<file path="src/design/ppe_pkg.sv">
// Package for the pseudocolour PPM pixel encoder.
// Word types, configuration bundle, register indexes and the decimal split.
// No dependencies.
package ppe_pkg;

   // Configuration register indexes
   localparam int CSR_INDEX_W = 3;
   localparam logic [CSR_INDEX_W-1:0] CSR_CLIP_LOW     = 3'd0;
   localparam logic [CSR_INDEX_W-1:0] CSR_CLIP_HIGH    = 3'd1;
   localparam logic [CSR_INDEX_W-1:0] CSR_SCALE_FACTOR = 3'd2;
   localparam logic [CSR_INDEX_W-1:0] CSR_MAP_ENTRIES  = 3'd3;
   localparam logic [CSR_INDEX_W-1:0] CSR_ASCII_MODE   = 3'd4;

   // ASCII characters
   localparam logic [7:0] CHAR_ZERO    = 8'h30;
   localparam logic [7:0] CHAR_SPACE   = 8'h20;
   localparam logic [7:0] CHAR_NEWLINE = 8'h0a;

   // Channel numbering within a pixel
   localparam logic [1:0] CHAN_RED  = 2'd0;
   localparam logic [1:0] CHAN_BLUE = 2'd2;

   localparam logic [7:0]  GREY_TOP   = 8'hff;
   localparam logic [63:0] ROUND_HALF = 64'h0000_0000_0000_8000;

   // Input word
   typedef struct packed {
      logic              kind;
      logic signed [31:0] sample;
      logic [7:0]        entry_index;
      logic [15:0]       red_entry;
      logic [15:0]       green_entry;
      logic [15:0]       blue_entry;
   } ppe_req_type;

   // Output word
   typedef struct packed {
      logic [7:0] out_byte;
      logic       last_byte;
   } ppe_rsp_type;

   // Settings seen by the pipeline
   typedef struct packed {
      logic signed [31:0] clip_low;
      logic signed [31:0] clip_high;
      logic [31:0]        scale_factor;
      logic [7:0]         top_index;
      logic               map_mode;
      logic               ascii_mode;
   } ppe_cfg_type;

   // Map load carried alongside a pixel slot
   typedef struct packed {
      logic [7:0]  entry_index;
      logic [23:0] entry_rgb;
   } ppe_load_type;

   // Index stage to lookup stage
   typedef struct packed {
      logic         kind;
      logic [7:0]   map_index;
      ppe_load_type load;
   } ppe_idx_type;

   // Decimal split of one channel byte
   typedef struct packed {
      logic [3:0] hund;
      logic [3:0] tens;
      logic [3:0] ones;
      logic [1:0] ndig;
   } ppe_dec_type;

   // Lookup stage to byte sequencer
   typedef struct packed {
      logic [2:0][7:0]  chan;
      ppe_dec_type [2:0] dec;
   } ppe_fmt_type;

   // Byte to decimal digits by reciprocal multiplication (exact for 0..255)
   function automatic ppe_dec_type to_dec(input logic [7:0] value);
      logic [13:0] hund_prod;
      logic [7:0]  rem;
      logic [15:0] tens_prod;
      logic [7:0]  ones_wide;
      ppe_dec_type res;
      hund_prod = 14'(value) * 14'd41;
      res.hund  = {2'b00, hund_prod[13:12]};
      rem       = value - (8'(res.hund) * 8'd100);
      tens_prod = 16'(rem) * 16'd205;
      res.tens  = tens_prod[14:11];
      ones_wide = rem - (8'(res.tens) * 8'd10);
      res.ones  = ones_wide[3:0];
      if (value >= 8'd100)
         res.ndig = 2'd3;
      else if (value >= 8'd10)
         res.ndig = 2'd2;
      else
         res.ndig = 2'd1;
      return res;
   endfunction

endpackage

</file>
<file path="src/design/ppe_index.sv">
// Index pipeline: clip compare, Q16.16 scale multiply, round and saturate.
// Three register stages; depends on ppe_pkg.
module ppe_index #(
   parameter int SAMPLE_WIDTH = 32
) (
   input  logic                clock,
   input  logic                reset,
   input  ppe_pkg::ppe_cfg_type cfg,
   input  logic                in_valid,
   output logic                in_ready,
   input  ppe_pkg::ppe_req_type in_data,
   output logic                out_valid,
   input  logic                out_ready,
   output ppe_pkg::ppe_idx_type out_data
);
   import ppe_pkg::*;

   localparam int EXT_W = 33 - SAMPLE_WIDTH;

   logic rdy1, rdy2, rdy3;
   logic v1_ff, v2_ff, v3_ff;
   logic v1_in, v2_in, v3_in;

   // stage 1 registers
   logic         kind1_ff, below1_ff, above1_ff;
   logic [31:0]  diff1_ff;
   ppe_load_type load1_ff;
   // stage 2 registers
   logic         kind2_ff, below2_ff, above2_ff;
   logic [63:0]  prod2_ff;
   ppe_load_type load2_ff;
   // stage 3 register
   ppe_idx_type  idx3_ff;

   logic signed [32:0] sample_in, low_in, high_in;
   logic [32:0]        diff_wide;
   logic               below_in, above_in;
   logic [31:0]        diff_in;
   ppe_load_type       load_in;
   logic [63:0]        prod_in;
   logic [63:0]        rounded;
   logic [47:0]        quot;
   logic [7:0]         index_in;
   ppe_idx_type        idx_in;

   // handshake chain
   assign rdy3     = !v3_ff || out_ready;
   assign rdy2     = !v2_ff || rdy3;
   assign rdy1     = !v1_ff || rdy2;
   assign in_ready = rdy1;
   assign v1_in    = rdy1 ? in_valid : v1_ff;
   assign v2_in    = rdy2 ? v1_ff : v2_ff;
   assign v3_in    = rdy3 ? v2_ff : v3_ff;

   // stage 1: sign extend, clip compares, offset from low limit
   assign sample_in = {{EXT_W{in_data.sample[SAMPLE_WIDTH-1]}},
                       in_data.sample[SAMPLE_WIDTH-1:0]};
   assign low_in    = {cfg.clip_low[31], cfg.clip_low};
   assign high_in   = {cfg.clip_high[31], cfg.clip_high};
   assign below_in  = sample_in < low_in;
   assign above_in  = sample_in > high_in;
   assign diff_wide = sample_in - low_in;
   assign diff_in   = diff_wide[31:0];
   assign load_in   = '{entry_index: in_data.entry_index,
                        entry_rgb: {in_data.red_entry[15:8], in_data.green_entry[15:8],
                                    in_data.blue_entry[15:8]}};

   // stage 2: scale multiply
   assign prod_in = 64'(diff1_ff) * 64'(cfg.scale_factor);

   // stage 3: round to nearest, saturate to top index
   assign rounded = prod2_ff + ROUND_HALF;
   assign quot    = rounded[63:16];
   always_comb begin
      if (below2_ff)
         index_in = 8'd0;
      else if (above2_ff || (quot > 48'(cfg.top_index)))
         index_in = cfg.top_index;
      else
         index_in = quot[7:0];
   end
   assign idx_in = '{kind: kind2_ff, map_index: index_in, load: load2_ff};

   // valid bits
   always_ff @(posedge clock) begin
      if (reset) begin
         v1_ff <= 1'b0;
         v2_ff <= 1'b0;
         v3_ff <= 1'b0;
      end else begin
         v1_ff <= v1_in;
         v2_ff <= v2_in;
         v3_ff <= v3_in;
      end
   end

   // payload
   always_ff @(posedge clock) begin
      if (rdy1 && in_valid) begin
         kind1_ff  <= in_data.kind;
         below1_ff <= below_in;
         above1_ff <= above_in;
         diff1_ff  <= diff_in;
         load1_ff  <= load_in;
      end
      if (rdy2 && v1_ff) begin
         kind2_ff  <= kind1_ff;
         below2_ff <= below1_ff;
         above2_ff <= above1_ff;
         prod2_ff  <= prod_in;
         load2_ff  <= load1_ff;
      end
      if (rdy3 && v2_ff) begin
         idx3_ff <= idx_in;
      end
   end

   assign out_valid = v3_ff;
   assign out_data  = idx3_ff;

endmodule

</file>
<file path="config.mk">
export PLATFORM = sky130hd
export DESIGN_NAME = ppe_index
export DESIGN_NICKNAME = d
export VERILOG_FILES = /design/src/design/ppe_pkg.sv /design/src/design/ppe_index.sv
export SDC_FILE = /design/constraint.sdc
export NUM_CORES = 2
export LEC_CHECK = 0
export BUFFER_PORTS_ARGS = -buffer_cell sky130_fd_sc_hd__buf_2
export CAP_MARGIN = 20
export CORE_MARGIN = 5
export CORE_UTILIZATION = 53
export CTS_BUF_LIST = sky130_fd_sc_hd__clkbuf_16
export DETAILED_ROUTE_END_ITERATION = 12
export GPL_ROUTABILITY_DRIVEN = 0
export GPL_TIMING_DRIVEN = 0
export PLACE_DENSITY = 0.74
export RECOVER_POWER = 25
export SLEW_MARGIN = 5
export SYNTH_ARGS = -nofsm -noshare
export SYNTH_HDL_FRONTEND = slang
export SYNTH_SLANG_ARGS = --single-unit
</file>
<file path="constraint.sdc">
create_clock -name clock -period 7.88 [get_ports clock]
set_input_delay 0 -clock clock [delete_from_list [all_inputs] [get_ports clock]]
set_output_delay 0 -clock clock [all_outputs]
set_load 0.005 [all_outputs]
</file>
==> results.py <==
metrics = {
    "status": {
        "status": "finished, violations left",
        "failed_checks": "setup timing",
    },
    "synthesis": {
        "synthArstFlopShare_pct": 0,
        "syn_area_per_cell_um2": 9.78,
        "synth_seq_cells": 195,
        "yosys_warnings": 0,
        "ys_seq_area_share_pct": 13.8,
        "synth.most_common_cell": "inv_1",
        "synth_edf_count": 192,
        "synth_cell_types": 82,
        "ys_dominant_reg_cell": "edfxtp_1",
        "syn_nets": 5744,
        "yosys-top-cells-count": "inv_1 (974), fa_1 (896), and2_1 (597), nand2_1 (481), ha_1 (333)",
        "yosys-top-cells-area": "fa_1 (43%), edfxtp_1 (14%), ha_1 (9.9%)",
        "yosysTopAreaCellShare_pct": 42.5,
        "syn_area_um2": 42200,
        "netlist.top_cell.by_area": "fa_1",
        "synthCells": 4316,
    },
    "routing": {
        "drt_iter0_markers": 3048,
        "via_per_inst": 5.69,
        "antenna_left": 0,
        "drc": 0,
        "firstDrtPassIters": 8,
        "wire_per_inst_um": 23.6,
        "finalWirelength_um": 136000,
        "via_count": 32900,
    },
    "setup_path": {
        "startpoint_type": "flop",
        "critPathCaptureType": "flop",
        "arrival_ns": 8.20,
        "cp_max_fo": 10,
        "ff2ff_path_depth": 24,
        "r2r_end": "prod2_ff[51]",
        "required_ns": 8.19,
        "crit_type": "reg2reg",
        "r2r_start": "diff1_ff[4]",
        "critPathLaunch": "diff1_ff[4]",
        "rrSetupSlack_ns": -0.01,
    },
    "die": {
        "pin_count": 242,
        "fp.dieW_um": 292,
        "num_rows": 103,
        "die_h_um": 292,
        "initial_utilization_pct": 53.4,
        "dieArea_um2": 85400,
        "core_um2": 79000,
    },
    "min_path": {
        "hold_depth": 3,
        "whs_endpoint": "diff1_ff[22]",
        "hold_start": "in_data[78]",
        "hold_path.class": "in2reg",
    },
    "cts": {
        "cts_buffer_depth": 2,
        "clockRootBuffer": "clkbuf_16",
        "cts.sinks": 195,
        "cts_tree": "built",
        "clk_latency_ns": 0.50,
        "numCtsBuffers": 17,
        "clkTransAtPathRegs_ns": 0.11,
        "h-tree-depth": 4,
    },
    "grt": {
        "grt.overflow.total": 0,
        "grtUsageTotal_pct": 31.6,
        "antenna_found_initial": 17,
        "grt_start_max_net_pins": 29,
        "grt_pass1_vias": 34100,
        "grt_first_pass_wirelength_um": 201000,
    },
    "final_layout": {
        "areaGrowthSynthToFinish_pct": 13.1,
        "finish.instance_area_um2": 47700,
        "fin_nets": 6111,
        "drive_above_1_share_pct": 11.3,
    },
    "sta": {
        "drv_slew": 0,
        "period_minus_slack_ns": 7.89,
        "slew_headroom_pct": 17.0,
        "tightest_slew_ns": 1.24,
        "min_period_over_period_pct": 100,
        "timing.setup.tns_ns": -0.0121,
        "fin_skew_ns": 0.0292,
        "rsz0062_at_grt": "yes",
        "setup_violations": 1,
        "fmax_mhz": 127,
        "hold_viol": 0,
        "fin_ws_ns": -0.0121,
    },
    "place": {
        "place_area_um2": 44800,
        "numPortBuffers": 215,
        "dpl.hpwl_um": 109000,
    },
    "flow_run": {
        "maxCapViolCount": 0,
    },
}
registers in the layout, indices dropped and copies added (netlist names):
register and cells:
above1_ff 1, above2_ff 1, below1_ff 1, below2_ff 1
diff1_ff 32, idx_in 32, kind1_ff 1, kind2_ff 1
load1_ff 32, out_data 41, out_valid 1, prod2_ff 49
v1_ff 1, v2_ff 1
cells by family (layout without fill, tap and decap cells):
logic type,count (synthesis),count (layout),synth area share [%]
and+or+nand+nor,1292,1292,16.1
other,0,26,0
adders and majority gates,1229,1229,52.4
AOI/OAI and AO/OA,316,316,5.00
xor gates and xnor gates,91,91,1.89
buffers and inverters,1178,1558,10.5
muxes,15,15,0.356
DFF,195,195,13.8
per-stage QoR:
| step | hold WS, ns | setup slack (ns) | utilization, % | std cells |
|---|---|---|---|---|
| 2_1_floorplan | 0.0691 | 0.448 | - | 4316 |
| 3_3_place_gp | 0.177 | -2.07 | 56.4 | 5581 |
| 3_5_place_dp | 0.178 | -0.992 | 56.7 | 5588 |
| 4_1_cts | 0.00459 | -0.0578 | 59.1 | 5695 |
| 5_1_grt | 0.0384 | -0.137 | 60.3 | 5747 |
| 6_report | 0.0283 | -0.0121 | 60.4 | 5772 |
worst max-delay path: stages (launching register included):
cell	delay (ns)
edfxtp_1	0.56
buf_4	0.19
clkbuf_4	0.27
nand2_1	0.10
fa_1	0.50
inv_1	0.05
fa_1	0.60
fa_1	0.46
fa_1	0.54
fa_1	0.46
fa_1	0.54
fa_1	0.44
fa_1	0.50
ha_4	0.34
nand2_4	0.07
nor3_4	0.19
nand4_1	0.20
or3_4	0.37
o211a_4	0.30
o21ba_4	0.24
buf_4	0.15
nor2_4	0.10
a21oi_2	0.08
nand2b_1	0.16
a211oi_2	0.26
cell usage in the layout (no fill, tap or decap), types with 11 or more instances in the layout:
| cell type | synthesis | final |
|---|---|---|
| ha_1 | 333 | 306 |
| and3_1 | 16 | 15 |
| nand4_1 | 33 | 33 |
| a21o_1 | 60 | 60 |
| edfxtp_1 | 192 | 192 |
| xor2_1 | 30 | 30 |
| dlygate4sd3_1 | 0 | 53 |
| mux2i_1 | 15 | 15 |
| o21ai_0 | 46 | 39 |
| nand2_1 | 481 | 478 |
| inv_1 | 974 | 970 |
| diode_2 | 0 | 26 |
| clkbuf_16 | 0 | 20 |
| fa_2 | 0 | 13 |
| o21a_1 | 13 | 13 |
| clkbuf_8 | 0 | 12 |
| buf_4 | 0 | 92 |
| and2_1 | 597 | 595 |
| nor2_1 | 58 | 55 |
| buf_2 | 2 | 226 |
| buf_6 | 1 | 15 |
| nand3_1 | 31 | 30 |
| clkbuf_1 | 199 | 105 |
| ha_4 | 0 | 22 |
| nor2b_1 | 12 | 11 |
| clkbuf_4 | 0 | 18 |
| a21oi_1 | 88 | 84 |
| xnor2_1 | 61 | 61 |
| o21bai_1 | 18 | 18 |
| fa_1 | 896 | 883 |
worst max-delay path by stage:
stage                    to  cells past startpoint
2_1_floorplan  prod2_ff[56]                     26
3_3_place_gp   prod2_ff[50]                      2
3_5_place_dp   prod2_ff[63]                     25
4_1_cts        prod2_ff[63]                     23
5_1_grt        prod2_ff[51]                     24
6_report       prod2_ff[51]                     24
layout make-up:
| class | instances | area [um2] |
|---|---|---|
| antenna | 26 | 65.1 |
| buffer | 200 | 1250 |
| clock buffer | 17 | 425 |
| clock inverter | 15 | 195 |
| fill | 6472 | 31300 |
| inverter | 974 | 3660 |
| multi-input combinational | 2943 | 32500 |
| sequential | 195 | 5830 |
| tap | 1050 | 1310 |
| timing repair buffer | 352 | 2430 |
routing by layer:
layer	GRT usage [%]	routed length (um)	up-vias
met5	0	31	-
met4	21.5	12600	4
met3	11.2	17400	664
met2	47.5	59200	2105
met1	38.5	47000	16300
li1	-	-	13800
what timing repair did:
item | CTS | global route
hold endpoints to repair | 52 | 0
hold buffers | 53 | 0
gates resized for setup | 204 | 186
buffers inserted | 26 | 47
cloned | 0 | 3
endpoints found under the setup margin | 36 | 28
pin swaps | 10 | 30
Power is left out: the tool's default activity adds up to more than one toggle a clock period on the data nets, which glitch-free logic cannot reach.
