`src/design/ppe_pkg.sv`:
```
// Package for the pseudocolour PPM pixel encoder.
// Word types, configuration bundle, register indexes and the decimal split.
// No dependencies.
package ppe_pkg;

   // Configuration register indexes
   localparam int CSR_INDEX_W = 3;
   localparam logic [CSR_INDEX_W-1:0] CSR_CLIP_LOW     = 3'd0;
   localparam logic [CSR_INDEX_W-1:0] CSR_CLIP_HIGH    = 3'd1;
   localparam logic [CSR_INDEX_W-1:0] CSR_SCALE_FACTOR = 3'd2;
   localparam logic [CSR_INDEX_W-1:0] CSR_MAP_ENTRIES  = 3'd3;
   localparam logic [CSR_INDEX_W-1:0] CSR_ASCII_MODE   = 3'd4;

   // ASCII characters
   localparam logic [7:0] CHAR_ZERO    = 8'h30;
   localparam logic [7:0] CHAR_SPACE   = 8'h20;
   localparam logic [7:0] CHAR_NEWLINE = 8'h0a;

   // Channel numbering within a pixel
   localparam logic [1:0] CHAN_RED  = 2'd0;
   localparam logic [1:0] CHAN_BLUE = 2'd2;

   localparam logic [7:0]  GREY_TOP   = 8'hff;
   localparam logic [63:0] ROUND_HALF = 64'h0000_0000_0000_8000;

   // Input word
   typedef struct packed {
      logic              kind;
      logic signed [31:0] sample;
      logic [7:0]        entry_index;
      logic [15:0]       red_entry;
      logic [15:0]       green_entry;
      logic [15:0]       blue_entry;
   } ppe_req_type;

   // Output word
   typedef struct packed {
      logic [7:0] out_byte;
      logic       last_byte;
   } ppe_rsp_type;

   // Settings seen by the pipeline
   typedef struct packed {
      logic signed [31:0] clip_low;
      logic signed [31:0] clip_high;
      logic [31:0]        scale_factor;
      logic [7:0]         top_index;
      logic               map_mode;
      logic               ascii_mode;
   } ppe_cfg_type;

   // Map load carried alongside a pixel slot
   typedef struct packed {
      logic [7:0]  entry_index;
      logic [23:0] entry_rgb;
   } ppe_load_type;

   // Index stage to lookup stage
   typedef struct packed {
      logic         kind;
      logic [7:0]   map_index;
      ppe_load_type load;
   } ppe_idx_type;

   // Decimal split of one channel byte
   typedef struct packed {
      logic [3:0] hund;
      logic [3:0] tens;
      logic [3:0] ones;
      logic [1:0] ndig;
   } ppe_dec_type;

   // Lookup stage to byte sequencer
   typedef struct packed {
      logic [2:0][7:0]  chan;
      ppe_dec_type [2:0] dec;
   } ppe_fmt_type;

   // Byte to decimal digits by reciprocal multiplication (exact for 0..255)
   function automatic ppe_dec_type to_dec(input logic [7:0] value);
      logic [13:0] hund_prod;
      logic [7:0]  rem;
      logic [15:0] tens_prod;
      logic [7:0]  ones_wide;
      ppe_dec_type res;
      hund_prod = 14'(value) * 14'd41;
      res.hund  = {2'b00, hund_prod[13:12]};
      rem       = value - (8'(res.hund) * 8'd100);
      tens_prod = 16'(rem) * 16'd205;
      res.tens  = tens_prod[14:11];
      ones_wide = rem - (8'(res.tens) * 8'd10);
      res.ones  = ones_wide[3:0];
      if (value >= 8'd100)
         res.ndig = 2'd3;
      else if (value >= 8'd10)
         res.ndig = 2'd2;
      else
         res.ndig = 2'd1;
      return res;
   endfunction

endpackage

```
`src/design/ppe_serial.sv`:
```
// Byte sequencer: walks one formatted pixel out as binary or ASCII bytes.
// Ends in the output register; depends on ppe_pkg.
module ppe_serial (
   input  logic                clock,
   input  logic                reset,
   input  ppe_pkg::ppe_cfg_type cfg,
   input  logic                in_valid,
   output logic                in_ready,
   input  ppe_pkg::ppe_fmt_type in_data,
   output logic                rsp_valid,
   input  logic                rsp_ready,
   output ppe_pkg::ppe_rsp_type rsp_data
);
   import ppe_pkg::*;

   logic [1:0]  chan_ff, chan_in;
   logic [1:0]  pos_ff, pos_in;
   logic        rsp_valid_ff, rsp_valid_in;
   ppe_rsp_type rsp_data_ff, rsp_data_in;

   logic [7:0]  cur_chan;
   ppe_dec_type cur_dec;
   logic [1:0]  digit_sel;
   logic [3:0]  digit;
   logic        last_chan, is_sep, emit;

   assign cur_chan  = in_data.chan[chan_ff];
   assign cur_dec   = in_data.dec[chan_ff];
   assign last_chan = chan_ff == CHAN_BLUE;
   assign is_sep    = pos_ff == cur_dec.ndig;
   // skip leading zeros
   assign digit_sel = pos_ff + (2'd3 - cur_dec.ndig);

   always_comb begin
      case (digit_sel)
         2'd0:    digit = cur_dec.hund;
         2'd1:    digit = cur_dec.tens;
         default: digit = cur_dec.ones;
      endcase
   end

   // next byte and position
   always_comb begin
      chan_in = chan_ff;
      pos_in  = pos_ff;
      if (!cfg.ascii_mode) begin
         rsp_data_in = '{out_byte: cur_chan, last_byte: last_chan};
         chan_in     = last_chan ? CHAN_RED : chan_ff + 2'd1;
         pos_in      = 2'd0;
      end else if (is_sep) begin
         rsp_data_in = '{out_byte: (last_chan ? CHAR_NEWLINE : CHAR_SPACE),
                         last_byte: last_chan};
         chan_in     = last_chan ? CHAN_RED : chan_ff + 2'd1;
         pos_in      = 2'd0;
      end else begin
         rsp_data_in = '{out_byte: CHAR_ZERO + {4'b0000, digit}, last_byte: 1'b0};
         pos_in      = pos_ff + 2'd1;
      end
   end

   assign emit         = in_valid && (!rsp_valid_ff || rsp_ready);
   assign in_ready     = emit && rsp_data_in.last_byte;
   assign rsp_valid_in = emit || (rsp_valid_ff && !rsp_ready);

   always_ff @(posedge clock) begin
      if (reset) begin
         chan_ff      <= CHAN_RED;
         pos_ff       <= 2'd0;
         rsp_valid_ff <= 1'b0;
      end else begin
         rsp_valid_ff <= rsp_valid_in;
         if (emit) begin
            chan_ff <= chan_in;
            pos_ff  <= pos_in;
         end
      end
   end

   always_ff @(posedge clock) begin
      if (emit)
         rsp_data_ff <= rsp_data_in;
   end

   assign rsp_valid = rsp_valid_ff;
   assign rsp_data  = rsp_data_ff;

   // a pixel is released exactly when its final byte is loaded
   a_release_last: assert property (@(posedge clock) disable iff (reset)
      in_valid && in_ready |=> rsp_valid_ff && rsp_data_ff.last_byte)
      else $error("pixel released without a final byte");

   // while a final byte waits, the walk is back at its start
   a_walk_rewound: assert property (@(posedge clock) disable iff (reset)
      rsp_valid_ff && rsp_data_ff.last_byte |-> chan_ff == CHAN_RED && pos_ff == 2'd0)
      else $error("byte walk not rewound after final byte");

   a_chan_range: assert property (@(posedge clock) disable iff (reset)
      chan_ff != 2'd3)
      else $error("channel counter out of range");

   a_binary_pos: assert property (@(posedge clock) disable iff (reset)
      !cfg.ascii_mode |-> pos_ff == 2'd0)
      else $error("digit position moved in binary mode");

endmodule

```
`config.mk`:
```
export PLATFORM = sky130hd
export DESIGN_NAME = ppe_serial
export DESIGN_NICKNAME = d
export VERILOG_FILES = /design/src/design/ppe_pkg.sv /design/src/design/ppe_serial.sv
export SDC_FILE = /design/constraint.sdc
export NUM_CORES = 1
export LEC_CHECK = 0
export BUFFER_PORTS_ARGS = -buffer_cell sky130_fd_sc_hd__buf_4
export CAP_MARGIN = 5
export CELL_PAD_IN_SITES_DETAIL_PLACEMENT = 1
export CELL_PAD_IN_SITES_GLOBAL_PLACEMENT = 2
export CORE_MARGIN = 2
export CORE_UTILIZATION = 13
export DETAILED_ROUTE_END_ITERATION = 7
export PLACE_DENSITY_LB_ADDON = 0.1
export SLEW_MARGIN = 20
export SYNTH_ARGS = -nofsm -noshare
export SYNTH_HDL_FRONTEND = slang
export SYNTH_SLANG_ARGS = --single-unit
export TNS_END_PERCENT = 50
```
`constraint.sdc`:
```
create_clock -name clock -period 3.85 [get_ports clock]
set_clock_uncertainty 0.1 [all_clocks]
set_input_delay 0 -clock clock [delete_from_list [all_inputs] [get_ports clock]]
set_output_delay 0 -clock clock [all_outputs]
set_load 0.02 [all_outputs]
```
==> summary.txt, run 1 <==
Run status
  – Outcome: finished, final reports clean

Synth
  – Commonest cells in the netlist: 19 x mux2i_1, 17 x nand2_1, 13 x a21oi_1
  – Post-Synth XOR/XNOR Area: 0.0272
  – Synth top area cells: edfxtp_1 22%, mux2i_1 15%, dfxtp_1 8.1%
  – Synth Area in Compound Gates: 0.181
  – Yosys cell types: 35
  – #FFs+latches synth: 14
  – Post-Syn Area: ~1200 um2
  – Number of synthesized flops with an enable pin: 9
  – Most common cell in the netlist: mux2i_1
  – Synth Area per Inst: 8.74 um2
  – Post-synthesis cell count: 142
  – Simple-gate area share of the yosys netlist: 0.171
  – Cell type with the largest total area after synthesis: edfxtp_1
  – Syn nets: 320
  – Area share of the largest cell type after synthesis: 0.218
  – Largest family of logic cells by synthesized area: multiplexers
  – Sequential share of the synthesized area: 0.298
  – Fraction of registers with async set/reset: 0
  – Warnings from Yosys: 0
  – Post-Synth Adder-Cell Area: 0.0202
  – Mux share of post-synthesis cell area: 0.238
  – Main flop type after synthesis: edfxtp_1

Final layout
  – Share of cells above drive strength 1: 0.455
  – Layout Nets: 403
  – N_diodes: 0
  – Layout area overhead: 66.3%
  – # fillers: 1,123

Floorplan
  – Die Span Y: 102 um
  – Rows: 35
  – Ports: roughly 190
  – Core ar.: 9240 um2
  – Starting Density: 0.134
  – Die W: roughly 100 um
  – Die Area: 10,300 um2

Global route
  – First-pass GRT wire length: 8160 um
  – Vias in the first global route: 1,511
  – GR Util met1: 0.140
  – Initial antenna violation count: 0
  – Met3 Usage GRT: 0.0442
  – Total grt overflow: 0
  – Global route hottest layer: met2
  – Largest net degree at the start of global routing: 25
  – Met2 GRT Util: 0.160
  – Gr usage total: 0.104

Timing
  – RSZ-0062 raised after global routing: false
  – Final worst slack: 1.22 ns
  – Final Hold Fails: 0
  – Worst slew pin tran: 0.537 ns
  – Final min period: 2.63 ns
  – Final setup violation count: 0
  – Max Fclk: 380 MHz
  – Final period utilization: 0.684
  – Slew margin rel.: 0.642
  – Setup_tns: 0 ns
  – Max-slew violation count: 0

Setup path
  – CP arrival: 2.53 ns
  – Reg2Reg Launch Point: chan_ff[0]
  – Critical path's slowest cell: dfxtp_1
  – Levels on crit path: 9
  – WP data required: 3.75 ns
  – Setup CP Type: reg2out
  – Crit Path Max Fanout: 10
  – CP peak stage delay: 0.52 ns
  – Endpoint class of the critical path: output port
  – Critical path's top delay family: simple AND/OR/NAND/NOR gates
  – Crit path cell chain: mux2i_1, nor2_1, a21oi_1, ha_1, nand2_1, or3_1, o2111ai_2, and3_1, buf_4
  – CP startpoint kind: flop
  – WP buf/inv: 1
  – Reg2reg path depth: 9
  – Worst Setup SP: chan_ff[0]

Placed design
  – Dpl ws: 1.19 ns
  – IO buf count: 81
  – DP Wirelength: approximately 4000 um
  – Placer Congestion: 0.641

Clock network
  – Root Driver: clkbuf_8
  – Post-CTS Setup Bufs: 0
  – CTS buffer count: 3
  – Clk slew on worst S/H paths: 0.06 ns
  – Clock Path Buffers: 2
  – Worst-skew pair later-pin latency: 0.24 ns
  – H-tree levels: 1
  – CTS tree: yes
  – CTS Sinks: 14

Route
  – Number of remaining DRC errors: 0
  – Wire per inst: 14.5 um
  – Drt first pass iters: 4
  – Via count: 1,355
  – DR vias/cell: ~3.8
  – ANT nets after route: 0
  – Detailed Route WL: 5140 um
  – DRT iter0 DRCs: 22

Run
  – Max capacitance violation total: 0

Power
  – Max VDD drop: 0.0000931 V
  – Lkg Pwr: 0.908 nW
  – Power Dens Cells: between 200 and 300 nW/um2

Hold path
  – Min-Delay Path Class: in2reg
  – Worst Hold Path Cells: 3
  – Hold path startpoint: in_data[63]
-- cells in the final DEF, fill, tap and decap left out, types with 3 or more instances in the layout --
master          n
a21oi_1        13
a221oi_1        4
a31oi_1         4
buf_4          84
clkbuf_8        3
dfxtp_1         5
dlygate4sd3_1   4
edfxtp_1        9
inv_1           5
mux2_2          8
mux2i_1        19
nand2_1        17
nor2_1         11
o21ai_0        10
-- final cells by class --
| class | instances | area, um2 | area share |
|---|---|---|---|
| Clock buffer | 4 | 45.0 | 0.0218 |
| Inverter | 6 | 22.5 | 0.0109 |
| Multi-Input combinational cell | 112 | 795 | 0.385 |
| Sequential cell | 14 | 370 | 0.179 |
| Tap cell | 129 | 161 | 0.0782 |
| Timing Repair Buffer | 88 | 671 | 0.325 |
-- cell families (layout without fill, tap and decap cells) --
logic type,count (synthesis),count (layout)
buf+inv,16,98
mux,28,28
simple gates,43,43
fa+ha+maj,2,2
flops,14,14
compound gates,36,36
xor+xnor,3,3
-- through the flow --
step,hold slack [ns],cell area (um2),total power [W],utilization,std cells
floorplan,-0.0309,1240,0.000331,-,142
global placement,0.128,1980,0.000441,0.214,345
detailed placement,0.131,1980,0.000442,0.214,345
CTS,0.0204,2060,0.000575,0.223,353
global route,0.0489,2060,0.000604,0.223,353
finish,0.0271,2060,0.000559,0.223,353
-- worst register-to-register path, delay by kind of cell (launching register included) --
kind / cells / cell delay [ns]
AOI/OAI and AO/OA: 2 / 0.48
adders and majority gates: 1 / 0.30
DFF: 1 / 0.52
muxes: 2 / 0.55
and+or+nand+nor: 4 / 0.51
-- power breakdown --
part	internal [W]	switching, W	leakage, nW
clock	0.0000731	0.0000513	0.0228
combinational	0.000131	0.000118	0.756
sequential	0.000177	0.00000839	0.129
total	0.000381	0.000178	0.908
-- registers in the layout (all words and copies together), names as in the netlist --
name       count
pos_ff         2
rsp_valid      1
rsp_data       9
chan_ff        2
-- final timing paths --
kind	endpoint	slack [ns]
hold reg to reg	pos_ff[0]	0.44
hold / removal	rsp_data[6]	0.03
setup reg to reg	chan_ff[0]	1.29
setup / recovery	in_ready	1.22
-- metal layers --
layer  wire length (um)  vias up
met5                  0        -
met4                 25        0
met3                499        2
met2               2260       64
met1               2350      614
li1                   -      675
-- what timing repair did --
action,4_1_cts,5_1_grt
resized for setup,0,0
endpoints found under the hold margin,5,0
hold buffers,4,0
Note: power is estimated with default switching activity, not from simulation.
==> inputs of run 2 (changes only) <==
--- a/config.mk
+++ b/config.mk
@@ -10,7 +10,7 @@
 export CELL_PAD_IN_SITES_DETAIL_PLACEMENT = 1
 export CELL_PAD_IN_SITES_GLOBAL_PLACEMENT = 2
 export CORE_MARGIN = 2
-export CORE_UTILIZATION = 13
+export CORE_UTILIZATION = 12
 export DETAILED_ROUTE_END_ITERATION = 7
 export PLACE_DENSITY_LB_ADDON = 0.1
 export SLEW_MARGIN = 20
==> constraint.sdc (replaced) <==
create_clock -name clock -period 2.6 [get_ports clock]
set_clock_uncertainty 0.1 [all_clocks]
set_input_delay 0 -clock clock [delete_from_list [all_inputs] [get_ports clock]]
set_output_delay 0 -clock clock [all_outputs]
set_load 0.02 [all_outputs]
==> summary.txt, run 2 (synthesis gave the netlist of run 1 again) <==
Run status
  – Outcome: finished, final reports clean

Final layout
  – Layout Nets: 410 (+1.7%)
  – Post-Layout Cell Count: 367 (+4.0%)
  – Commonest non-fill, non-tap cell in the layout: buf_4
  – N_diodes: 0 (unchanged)
  – Largest register FFs: 9 (unchanged)
  – Share of cells above drive strength 1: 0.481 (+0.0252)
  – Most frequent cells in the layout: 89 x buf_4, 19 x mux2i_1, 17 x nand2_1, 12 x a21oi_1, 11 x nor2_1
  – Post-route cell area: 2150 um2 (+4.1%)
  – Layout area overhead: 73.2%
  – # fillers: 1,234 (+9.9%)

Setup path
  – Reg2Reg Launch Point: chan_ff[0]
  – CP arrival: 2.27 ns (-0.26 ns)
  – Worst Setup SP: chan_ff[0]
  – R2r setup slk: 0.32 ns (-0.97 ns)
  – Endpoint class of the critical path: output port
  – Levels on crit path: 10 (+1)
  – CP peak stage delay: 0.38 ns (-0.14 ns)
  – Crit path cell chain: mux2i_1, nor2_1, a21oi_2, ha_4, nand2_1, or3_1, o2111ai_2, buf_6, and3_1, buf_4
  – R2r endpoint: rsp_data[2]
  – Critical path's top delay family: simple AND/OR/NAND/NOR gates
  – Crit Path Max Fanout: 5 (-5)
  – WP data required: 2.50 ns (-1.25 ns)
  – WP buf/inv: 2 (+1)
  – Crit path capture: in_ready
  – Critical path's slowest cell: dfxtp_2
  – Reg2reg path depth: 10 (+1)
  – CP startpoint kind: flop
  – Setup CP Type: reg2out

Floorplan
  – Die W: 106 um (+3.9%)
  – Die Area: 11,200 um2 (+8.0%)
  – Core ar.: 10,200 um2 (+10%)
  – Rows: 37 (+5.7%)
  – Starting Density: 0.122 (-0.0125)
  – Ports: 187 (unchanged)
  – Die Span Y: 106 um (+3.9%)

Clock network
  – CTS buffer count: 3 (unchanged)
  – Root Driver: clkbuf_8
  – Clock Path Buffers: 2 (unchanged)
  – CTS Sinks: 14 (unchanged)
  – CTS tree: yes
  – Clk slew on worst S/H paths: 0.06 ns (about the same)
  – H-tree levels: 1 (unchanged)
  – Worst-skew pair later-pin latency: 0.24 ns (about the same)

Timing
  – Final setup violation count: 0 (unchanged)
  – Max Fclk: 422 MHz
  – Final Hold Fails: 0 (unchanged)
  – Final min period: 2.37 ns
  – Setup_tns: 0 ns (unchanged)
  – Max-slew violation count: 0 (unchanged)
  – Slew margin rel.: 0.679 (+0.0376)
  – RSZ-0062 raised after global routing: false
  – Worst slew pin tran: 0.480 ns (-0.0569 ns)
  – Final period utilization: 0.912
  – Hold_ws: 0.0248 ns (-0.00231 ns)

Global route
  – Gr usage total: 0.0936 (-0.0106)
  – Largest net degree at the start of global routing: 22 (-12%)
  – First-pass GRT wire length: 8180 um (+0.26%)
  – Initial antenna violation count: 0 (unchanged)
  – Total grt overflow: 0 (unchanged)
  – Vias in the first global route: 1,563 (+3.4%)

Placed design
  – Placer Congestion: 0.661 (+3.2%)
  – DP Wirelength: 4090 um (+1.2%)
  – DP Area: 2020 um2 (+2.0%)
  – IO buf count: 81 (unchanged)
  – Post-Place Cells: 356 (+3.2%)

Hold path
  – Min-Delay Path Class: in2reg

Power
  – Power Dens Cells: 399 nW/um2 (+47%)
  – Lkg Pwr: 0.943 nW (+3.9%)
  – Overall Power: 0.000857 W (+53%)
  – Max VDD drop: 0.000173 V (+85%)

Route
  – Drt first pass iters: 2 (-2)
  – DRT iter0 DRCs: 24 (+9.1%)
  – DR vias/cell: 3.71 (-3.5%)
  – Wire per inst: 13.8 um (-5.2%)
  – ANT nets after route: 0 (unchanged)
  – Number of remaining DRC errors: 0 (unchanged)
  – Detailed Route WL: 5060 um (-1.4%)
  – Via count: 1,360 (+0.37%)

Run
  – Max capacitance violation total: 0 (unchanged)
==> run 2: repair_timing <==
action,CTS,global route
endpoints found under the hold margin,6,0
gates resized for setup,1,3
setup buffers,0,2
hold buffers,5,0
setup endpoints to repair,1,1
==> run 2: worst min-delay path: stages <==
cell     delay, ns
buf_4         0.08
a21oi_1       0.05
o21ai_0       0.13
==> run 2: area by class of cell <==
| type | instances | area, um2 | share of cell area |
|---|---|---|---|
| Multi-Input combinational cell | 112 | 811 | 0.377 |
| Timing Repair Buffer | 95 | 729 | 0.339 |
| Sequential cell | 14 | 372 | 0.173 |
| Tap cell | 136 | 170 | 0.0792 |
| Clock buffer | 4 | 45.0 | 0.0210 |
| Inverter | 6 | 22.5 | 0.0105 |
==> run 2: layer usage <==
| layer | global-route usage | wire length (um) | part of all wire |
|---|---|---|---|
| met2 | 0.141 | 2160 | 0.43 |
| met4 | 0.0188 | 48 | 0.0095 |
| met1 | 0.124 | 2350 | 0.46 |
| met3 | 0.0421 | 496 | 0.098 |
| met5 | 0 | 0 | 0 |
==> run 2: worst min-delay path by stage <==
stage                start           to  cells after the start
2_1_floorplan        reset    pos_ff[0]                      1
3_3_place_gp         reset    pos_ff[1]                      2
3_5_place_dp         reset    pos_ff[0]                      2
4_1_cts        in_data[62]  rsp_data[5]                      3
5_1_grt        in_data[62]  rsp_data[5]                      3
6_report       in_data[62]  rsp_data[5]                      3
==> run 2: through the flow <==
stage,utilization,setup slack [ns]
floorplan,-,0.00372
global placement,0.198,0.165
detailed placement,0.198,0.179
CTS,0.208,0.0237
global route,0.211,0.0428
finish,0.211,0.228
==> run 2: power by group <==
group | switching (W) | internal [W]
logic | 0.000181 | 0.000212
clock network | 0.0000818 | 0.000108
registers | 0.0000111 | 0.000263
total | 0.000274 | 0.000583
